## src/hw/rtl/gca_pkg.sv

```systemverilog
// Shared types and constants for the grid cell aggregator.
`default_nettype none
package gca_pkg;
    localparam int MAX_POINTS = 64;
    localparam int IDX_W      = $clog2(MAX_POINTS);
    localparam int CNT_W      = $clog2(MAX_POINTS + 1);
    localparam int TOT_W      = 48;
    localparam int DIV_STEPS  = TOT_W;
    localparam int DCNT_W     = $clog2(DIV_STEPS);

    localparam logic [2:0] MODE_SUM    = 3'd0;
    localparam logic [2:0] MODE_MEAN   = 3'd1;
    localparam logic [2:0] MODE_MEDIAN = 3'd2;
    localparam logic [2:0] MODE_MAX    = 3'd3;
    localparam logic [2:0] MODE_MIN    = 3'd4;

    localparam logic REG_AGG_MODE  = 1'b0;
    localparam logic REG_UNDEF_PROP = 1'b1;

    typedef struct packed {
        logic signed [31:0] sample_value;
        logic               sample_undefined;
        logic               has_sample;
        logic               last_in_cell;
    } t_in_word;

    typedef struct packed {
        logic signed [31:0] result_value;
        logic               result_undefined;
    } t_out_word;

    typedef enum logic [2:0] {
        SEL_UNDEF,
        SEL_SUM,
        SEL_EXT,
        SEL_DIV,
        SEL_MED
    } t_sel;

    typedef struct packed {
        logic ready;      // input side may take a word
        logic div_load;
        logic div_step;
        logic med_start;
        logic med_issue;
        logic med_next;
        logic out_load;   // latch result and clear the cell
        t_sel sel;
    } t_dp_cmd;

    typedef struct packed {
        logic       cell_closed;
        logic       no_result;   // empty cell, propagated undefined or bad mode
        logic [2:0] mode;
        logic       div_last;
        logic       j_last;
        logic       med_hit;
        logic       out_full;
    } t_dp_stat;
endpackage
`default_nettype wire

```

## src/hw/rtl/gca_datapath.sv

```systemverilog
// Datapath: cell accumulators, sample store, divider, median scan, output register.
`default_nettype none
module gca_datapath (
    input  wire                  i_clk,
    input  wire                  i_rst_n,
    input  wire                  i_cfg_we,
    input  wire                  i_cfg_idx,
    input  wire [2:0]            i_cfg_data,
    input  wire                  i_in_valid,
    input  gca_pkg::t_in_word    i_in_word,
    output gca_pkg::t_out_word   o_out_word,
    output logic                 o_out_valid,
    input  wire                  i_out_stall,
    input  gca_pkg::t_dp_cmd     i_cmd,
    output gca_pkg::t_dp_stat    o_stat
);
    import gca_pkg::*;

    logic [2:0]              r_mode;
    logic                    r_prop;
    logic signed [TOT_W-1:0] r_total;
    logic signed [31:0]      r_ext;
    logic [CNT_W-1:0]        r_cnt;
    logic                    r_saw;
    logic signed [31:0]      r_mem [MAX_POINTS];
    logic signed [31:0]      r_rd_a, r_rd_b;
    logic [IDX_W-1:0]        r_i, r_j;
    logic [CNT_W-1:0]        r_lt, r_eq;
    logic                    r_pv;
    logic [TOT_W-1:0]        r_dvd;
    logic [CNT_W:0]          r_rem;
    logic                    r_neg;
    logic [DCNT_W-1:0]       r_dcnt;
    t_out_word               r_out;
    logic                    r_out_valid;

    logic               accept, push, take_ext;
    logic signed [31:0] v;
    logic [CNT_W:0]     rem_sh;
    logic               qbit;
    logic [CNT_W-1:0]   k;
    logic [CNT_W:0]     lt_eq;
    logic [TOT_W-1:0]   mag;
    logic [TOT_W-1:0]   quo;
    t_out_word          n_out;

    assign accept = i_in_valid && i_cmd.ready;
    assign v      = i_in_word.sample_value;
    assign push   = accept && i_in_word.has_sample && !i_in_word.sample_undefined
                    && (r_cnt < CNT_W'(MAX_POINTS));
    assign take_ext = (r_cnt == '0) || ((r_mode == MODE_MIN) ? (v < r_ext) : (v > r_ext));

    assign rem_sh = {r_rem[CNT_W-1:0], r_dvd[TOT_W-1]};
    assign qbit   = rem_sh >= {1'b0, r_cnt};
    assign k      = r_cnt >> 1;
    assign lt_eq  = {1'b0, r_lt} + {1'b0, r_eq};
    assign mag    = r_total[TOT_W-1] ? TOT_W'(-r_total) : TOT_W'(r_total);
    assign quo    = r_neg ? TOT_W'(-r_dvd) : r_dvd;

    always_comb begin
        n_out = '0;
        unique case (i_cmd.sel)
            SEL_UNDEF: n_out.result_undefined = 1'b1;
            SEL_SUM: begin
                if (r_total > TOT_W'(signed'(32'sh7fffffff)))
                    n_out.result_value = 32'sh7fffffff;
                else if (r_total < TOT_W'(signed'(32'sh80000000)))
                    n_out.result_value = 32'sh80000000;
                else
                    n_out.result_value = r_total[31:0];
            end
            SEL_EXT: n_out.result_value = r_ext;
            SEL_DIV: n_out.result_value = quo[31:0];
            SEL_MED: n_out.result_value = r_rd_a;
            default: n_out.result_undefined = 1'b1;
        endcase
    end

    always_ff @(posedge i_clk) begin
        if (!i_rst_n) begin
            r_mode      <= MODE_SUM;
            r_prop      <= 1'b0;
            r_total     <= '0;
            r_ext       <= '0;
            r_cnt       <= '0;
            r_saw       <= 1'b0;
            r_out_valid <= 1'b0;
            r_pv        <= 1'b0;
        end else begin
            if (i_cfg_we) begin
                if (i_cfg_idx == REG_AGG_MODE) r_mode <= i_cfg_data;
                else r_prop <= i_cfg_data[0];
            end
            if (accept && i_in_word.has_sample && i_in_word.sample_undefined)
                r_saw <= 1'b1;
            if (push) begin
                if (take_ext) r_ext <= v;
                r_total <= r_total + TOT_W'(v);
                r_cnt   <= r_cnt + 1'b1;
            end
            r_pv <= i_cmd.med_issue;
            if (i_cmd.out_load) begin
                r_out_valid <= 1'b1;
                r_total <= '0;
                r_ext   <= '0;
                r_cnt   <= '0;
                r_saw   <= 1'b0;
            end else if (r_out_valid && !i_out_stall) begin
                r_out_valid <= 1'b0;
            end
        end
    end

    // payload and scan registers
    always_ff @(posedge i_clk) begin
        if (push) r_mem[r_cnt[IDX_W-1:0]] <= v;
        r_rd_a <= r_mem[r_i];
        r_rd_b <= r_mem[r_j];
        if (i_cmd.out_load) r_out <= n_out;
        if (i_cmd.div_load) begin
            r_dvd  <= mag;
            r_rem  <= '0;
            r_neg  <= r_total[TOT_W-1];
            r_dcnt <= '0;
        end else if (i_cmd.div_step) begin
            r_rem  <= qbit ? rem_sh - {1'b0, r_cnt} : rem_sh;
            r_dvd  <= {r_dvd[TOT_W-2:0], qbit};
            r_dcnt <= r_dcnt + 1'b1;
        end
        if (i_cmd.med_start || i_cmd.med_next) begin
            r_i  <= i_cmd.med_start ? '0 : r_i + 1'b1;
            r_j  <= '0;
            r_lt <= '0;
            r_eq <= '0;
        end else begin
            if (i_cmd.med_issue) r_j <= r_j + 1'b1;
            if (r_pv) begin
                if (r_rd_b < r_rd_a) r_lt <= r_lt + 1'b1;
                else if (r_rd_b == r_rd_a) r_eq <= r_eq + 1'b1;
            end
        end
    end

    assign o_out_word  = r_out;
    assign o_out_valid = r_out_valid;

    always_comb begin
        o_stat             = '0;
        o_stat.cell_closed = accept && i_in_word.last_in_cell;
        o_stat.no_result   = (r_cnt == '0) || (r_prop && r_saw) || (r_mode > MODE_MIN);
        o_stat.mode        = r_mode;
        o_stat.div_last    = r_dcnt == DCNT_W'(DIV_STEPS - 1);
        o_stat.j_last      = {1'b0, r_j} == r_cnt - 1'b1;
        o_stat.med_hit     = ({1'b0, r_lt} <= {1'b0, k}) && ({1'b0, k} < lt_eq);
        o_stat.out_full    = r_out_valid;
    end

    a_cnt_bound: assert property (@(posedge i_clk) disable iff (!i_rst_n)
        r_cnt <= CNT_W'(MAX_POINTS)) else $error("sample count over capacity");
    a_no_overwrite: assert property (@(posedge i_clk) disable iff (!i_rst_n)
        i_cmd.out_load |-> !r_out_valid) else $error("result overwritten");
    a_quiet_when_ready: assert property (@(posedge i_clk) disable iff (!i_rst_n)
        i_cmd.ready |-> !(i_cmd.div_step || i_cmd.med_issue || i_cmd.out_load))
        else $error("finalize work while taking words");
endmodule
`default_nettype wire

```

## src/hw/rtl/gca_ctrl.sv

```systemverilog
// Controller: sequences the end-of-cell finalize.
`default_nettype none
module gca_ctrl (
    input  wire               i_clk,
    input  wire               i_rst_n,
    input  gca_pkg::t_dp_stat i_stat,
    output gca_pkg::t_dp_cmd  o_cmd
);
    import gca_pkg::*;

    typedef enum logic [2:0] {
        S_IDLE, S_FIN, S_DIV, S_MSCAN, S_MDRAIN, S_MCHECK, S_WRITE
    } t_state;

    t_state r_state;
    t_sel   r_sel;

    always_ff @(posedge i_clk) begin
        if (!i_rst_n) begin
            r_state <= S_IDLE;
            r_sel   <= SEL_UNDEF;
        end else begin
            unique case (r_state)
                S_IDLE: if (i_stat.cell_closed) r_state <= S_FIN;
                S_FIN: begin
                    if (i_stat.no_result) begin
                        r_sel <= SEL_UNDEF; r_state <= S_WRITE;
                    end else if (i_stat.mode == MODE_MEAN) begin
                        r_state <= S_DIV;
                    end else if (i_stat.mode == MODE_MEDIAN) begin
                        r_state <= S_MSCAN;
                    end else if (i_stat.mode == MODE_SUM) begin
                        r_sel <= SEL_SUM; r_state <= S_WRITE;
                    end else begin
                        r_sel <= SEL_EXT; r_state <= S_WRITE;
                    end
                end
                S_DIV: if (i_stat.div_last) begin
                    r_sel <= SEL_DIV; r_state <= S_WRITE;
                end
                S_MSCAN:  if (i_stat.j_last) r_state <= S_MDRAIN;
                S_MDRAIN: r_state <= S_MCHECK;
                S_MCHECK: begin
                    if (i_stat.med_hit) begin
                        r_sel <= SEL_MED; r_state <= S_WRITE;
                    end else begin
                        r_state <= S_MSCAN;
                    end
                end
                S_WRITE: if (!i_stat.out_full) r_state <= S_IDLE;
                default: r_state <= S_IDLE;
            endcase
        end
    end

    always_comb begin
        o_cmd           = '0;
        o_cmd.sel       = r_sel;
        o_cmd.ready     = r_state == S_IDLE;
        o_cmd.div_load  = (r_state == S_FIN) && !i_stat.no_result && i_stat.mode == MODE_MEAN;
        o_cmd.med_start = (r_state == S_FIN) && !i_stat.no_result
                          && i_stat.mode == MODE_MEDIAN;
        o_cmd.div_step  = r_state == S_DIV;
        o_cmd.med_issue = r_state == S_MSCAN;
        o_cmd.med_next  = (r_state == S_MCHECK) && !i_stat.med_hit;
        o_cmd.out_load  = (r_state == S_WRITE) && !i_stat.out_full;
    end
endmodule
`default_nettype wire

```

## src/hw/rtl/grid_cell_aggregator.sv

```systemverilog
// Top level of the grid cell aggregator.
`default_nettype none
// Takes one word per cycle while accumulating a cell; the word flagged
// last_in_cell closes it and the block then stalls its input while it
// finalizes. Sum, maximum, minimum and undefined results are loaded
// directly into the output register; mean runs a bit-serial divider;
// median compares every stored sample against each candidate through
// the two read ports of the sample store until the median is found. A
// finished result sits in the output register while the next cell
// streams in. At most 64 defined samples per cell are kept; further
// ones are ignored. The user must write configuration (index 0 agg_mode,
// index 1 undef_propagate) only while idle; the block does not enforce it.
module grid_cell_aggregator (
    input  wire                 i_clk,
    input  wire                 i_rst_n,
    input  wire                 i_cfg_we,
    input  wire                 i_cfg_idx,
    input  wire [2:0]           i_cfg_data,
    input  wire                 i_in_valid,
    output logic                o_in_stall,
    input  gca_pkg::t_in_word   i_in_word,
    output logic                o_out_valid,
    input  wire                 i_out_stall,
    output gca_pkg::t_out_word  o_out_word
);
    import gca_pkg::*;

    t_dp_cmd  cmd;
    t_dp_stat stat;

    gca_ctrl u_ctrl (
        .i_clk   (i_clk),
        .i_rst_n (i_rst_n),
        .i_stat  (stat),
        .o_cmd   (cmd)
    );

    gca_datapath u_dp (
        .i_clk       (i_clk),
        .i_rst_n     (i_rst_n),
        .i_cfg_we    (i_cfg_we),
        .i_cfg_idx   (i_cfg_idx),
        .i_cfg_data  (i_cfg_data),
        .i_in_valid  (i_in_valid),
        .i_in_word   (i_in_word),
        .o_out_word  (o_out_word),
        .o_out_valid (o_out_valid),
        .i_out_stall (i_out_stall),
        .i_cmd       (cmd),
        .o_stat      (stat)
    );

    // input word taken only while the controller is idle
    assign o_in_stall = !cmd.ready;
endmodule
`default_nettype wire
```

## config.mk

```make
export PLATFORM = sky130hd
export DESIGN_NAME = grid_cell_aggregator
export DESIGN_NICKNAME = d
export VERILOG_FILES = /design/src/hw/rtl/gca_pkg.sv /design/src/hw/rtl/gca_datapath.sv /design/src/hw/rtl/gca_ctrl.sv /design/src/hw/rtl/grid_cell_aggregator.sv
export SDC_FILE = /design/constraint.sdc
export NUM_CORES = 2
export LEC_CHECK = 0
export BUFFER_PORTS_ARGS = -buffer_cell sky130_fd_sc_hd__buf_2
export CAP_MARGIN = 15
export CORE_MARGIN = 1
export CORE_UTILIZATION = 58
export DETAILED_ROUTE_END_ITERATION = 10
export PLACE_DENSITY_LB_ADDON = 0.15
export SLEW_MARGIN = 20
export SYNTH_ARGS = -nofsm -noshare
export SYNTH_HDL_FRONTEND = slang
export SYNTH_SLANG_ARGS = --single-unit
```

## constraint.sdc

```tcl
create_clock -name i_clk -period 3.8 [get_ports i_clk]
set_input_delay 0.95 -clock i_clk [delete_from_list [all_inputs] [get_ports i_clk]]
set_output_delay 0.95 -clock i_clk [all_outputs]
set_load 0.005 [all_outputs]
```

==> impl_results.md <==
* Hold-fix buffers, CTS at 0
* Most common cell after layout, fill and taps aside: edfxtp_1
* Hold crit path type: in2reg
* NumNets Final at 6350
* Fin area at between 0.1 and 0.15 mm²
* Width of the die at 439 µm
* Tcrit/Tclk final at 0.963
* DRC Markers at 0
* Routed Antenna Nets at 0
* Worst slew pin tran at approximately 1.1 ns
* Deepest clock path buffer count at 3
* Cells along the critical path: inv_1 -> ha_1 -> a21o_1 -> a21o_1 -> a21oi_1 -> buf_4 -> o21ai_0 -> buf_4 -> and2_1 -> a221oi_1 -> nand3_1 -> or4_1 -> nand2_1
* RSZ-0062 raised after global routing: no
* First-pass GRT wire length at slightly below 500000 µm
* Max rail drop VDD at about 430 µV
* Kind of cell adding the most delay to the critical path: simple AND/OR/NAND/NOR gates
* Vias at approximately 66k
* Most frequent cells in the layout: edfxtp_1 (2136), mux4_2 (1344), nand2_1 (304)
* Die Footprint at around 0.19 mm²
* Post-synthesis sequential area ratio at 0.613
* Post-route setup TNS at 0 ns
* Share of post-route cells with drive strength above 1 at 0.361
* Drt first pass iters at 6
* Tmin final at around 3.7 ns
* CP Max Fanout at 10
* Number of max-cap violations at 0
* Initial antenna violation count at 19
* Synth Register Bits at about 2.3k
* # setup viols final at 0
* Syn Area/Cell at roughly 19 µm²
* CTS clock-pin slew for the worst setup and hold paths at about 0.06 ns
* Finished Core Util at 0.663
* IO Port Bufs at just under 80
* Largest net degree at the start of global routing at around 100
* Critical path class: reg2reg
* Highest Clock Rate at between 200 and 300 MHz
* Crit start category: flop
* CORE AREA at 0.190 mm²
* Area Growth Syn to Fin at 13.6%
* Global route overflow at 0
* Post-synthesis cell type count at between 80 and 90
* # fillers at around 12k
* TritonCTS clock tree: yes
* Overall Global Routing Usage at 0.362
* Warnings from Yosys at 0
* LEAKAGE at around 40 nW
* Slew margin rel. at 0.263
* Max stage delay on crit path at 0.74 ns
* Starting density of the core at 0.584
* Post-synth design cell area at between 0.1 and 0.15 mm²
* DR WL/cell at 39.0 µm
* Reg-to-reg slack, setup at about 0.14 ns
* Ys async rst share at 0
* Routed vias/inst at between 7 and 8
* EDFF count, synth at about 2.1k
* Synth Flop Type: edfxtp_1
* Crit path required time at between 4 and 5 ns
* Final Wtd Congestion at approximately 0.94
* Arr. time, crit path at 4.48 ns
* CP endpoint kind: flop
* FP Rows at 160
* H-tree levels at 4
* Max-slew violation count at 0
* Cts bufs inserted at 230
* Setup repair bufs after CTS at 0
* Syn nets at about 6k
* Power Dens Cells at around 540 mW/mm²
* Hold WS at ~0.33 ns
* Final Skew at 0.0705 ns
* Placed cell areas at between 0.1 and 0.15 mm²
* Final hold vios at 0
* CP bufs+invs at 3
* Clk sink count at about 2.3k
* Cells after synthesis at ~5.8k
* Status: finished clean
* Chip height at 439 µm
* Number of global-route vias before repair at around 64k
* I/O Pins at 79
* DR iter-0 viols at approximately 9.4k
* Post-CTS Resized at 0
* CTS root buffer: clkbuf_16
* HPWL Detailed at between 200000 and 250000 µm
* Crit-path slowest cell: dfxtp_1
* Worst-skew pair later-pin latency at slightly above 0.9 ns
* Final WL at approximately 350000 µm
-- report_power, final --
group | internal (W) | leakage, nW | total (W) | switching (W)
clock network | 0.0131 | 3.74 | 0.0231 | 0.00990
registers | 0.0287 | 20.8 | 0.0295 | 0.000802
logic | 0.00791 | 15.7 | 0.0156 | 0.00769
-- cell usage after synthesis (all sizes together), types with 12 or more instances --
cell type,n,area [µm²]
a21o,49,368
a31oi,16,100
inv,102,383
clkbuf,265,996
or3,15,93.8
and2,17,109
nor2b,25,156
nor3,25,145
nand2,306,1160
nand2b,22,138
xor2,97,850
edfxtp,2136,64100
nor2,183,694
a211oi,23,173
o41ai,12,124
o21ai,167,836
or4,21,180
mux4,1344,30300
ha,145,1810
o31ai,26,205
nand3,61,305
dfxtp,197,3940
xnor2,51,447
mux2i,50,500
nand4,43,269
buf,133,593
and3,14,87.6
a22o,16,140
a21oi,126,634
o211ai,24,180
-- worst reg2reg max path: cells and delay by family (launching register included) --
| kind | cells | cell delay (ns) |
|---|---|---|
| adder cells (fa/ha/maj) | 1 | 0.33 |
| flip-flops | 1 | 0.74 |
| AO/OA/AOI/OAI | 5 | 0.92 |
| buffers and inverters | 3 | 0.48 |
| AND/OR/NAND/NOR | 4 | 1.13 |
-- per-stage QoR --
step | setup slack (ns) | total power (W) | std cells
after floorplan | -0.0628 | 0.0405 | 5824
after global placement | -0.473 | 0.0454 | 8437
after detailed placement | -0.411 | 0.0456 | 8437
after CTS | 0.273 | 0.0683 | 8865
after global routing | 0.0166 | 0.0702 | 8866
final | 0.140 | 0.0682 | 8871
-- registers in the layout, summed over array words and instances, names as in the netlist --
| signal | flops |
|---|---|
| u_dp.o_out_valid | 1 |
| u_dp.r_pv | 1 |
| u_dp.r_ext | 32 |
| u_dp.r_lt | 7 |
| u_dp.r_prop | 1 |
| u_dp.r_eq | 7 |
| u_dp.o_out_word | 33 |
| u_dp.r_rd_a | 32 |
| u_dp.r_saw | 1 |
| u_dp.r_rem | 7 |
| u_dp.r_mode | 3 |
| u_dp.r_j | 6 |
| u_dp.r_i | 6 |
| u_dp.r_dvd | 48 |
| u_dp.r_mem | 2048 |
| u_dp.r_total | 48 |
| u_dp.r_neg | 1 |
| u_dp.r_dcnt | 6 |
| u_ctrl.r_state | 3 |
| u_dp.r_rd_b | 32 |
| u_ctrl.r_sel | 3 |
| u_dp.r_cnt | 7 |
-- final timing paths --
check                           cells past startpoint                            end                         from
worst max-delay path                               13      u_dp.r_lt[4]$_SDFFE_PP0P_      u_dp.r_rd_a[13]$_DFF_P_
worst min-delay path                                3  u_dp.o_out_valid$_SDFFE_PN0P_                  i_out_stall
worst max register to register                     13      u_dp.r_lt[4]$_SDFFE_PP0P_      u_dp.r_rd_a[13]$_DFF_P_
worst min register to register                      2    u_dp.r_ext[26]$_SDFFE_PP0P_  u_dp.r_ext[26]$_SDFFE_PP0P_
-- final cells by class --
cell class,instances,area (µm²),share of cell area
Antenna cell,6,15.0,0.000119
Clock buffer,322,6470,0.0513
Clock inverter,106,1150,0.00910
Inverter,103,387,0.00307
Multi-Input combinational cell,2990,41500,0.329
Sequential cell,2333,68100,0.540
Tap cell,2511,3140,0.0249
Timing Repair Buffer,500,5390,0.0427
-- layer usage --
layer  GRT usage  wire length, µm  share of wire  vias up
met3       0.102            45800           0.13      867
met5           0               85        0.00025        -
met1       0.490           121000           0.35    34623
li1            -                -              -    25459
met2       0.550           160000           0.46     4713
met4       0.171            19300          0.056       14
-- cell families (layout without fill, tap and decap cells) --
kind of cell | Yosys count | after routing | share of synthesized area
AND/OR/NAND/NOR | 766 | 766 | 0.0326
flip-flops | 2333 | 2333 | 0.613
multiplexers | 1394 | 1394 | 0.277
XOR/XNOR | 148 | 148 | 0.0117
AO/OA/AOI/OAI | 534 | 534 | 0.0304
other | 0 | 6 | 0
buffers and inverters | 501 | 1031 | 0.0178
adder cells (fa/ha/maj) | 148 | 148 | 0.0169
No activity file was read; power rests on OpenSTA's default activity.
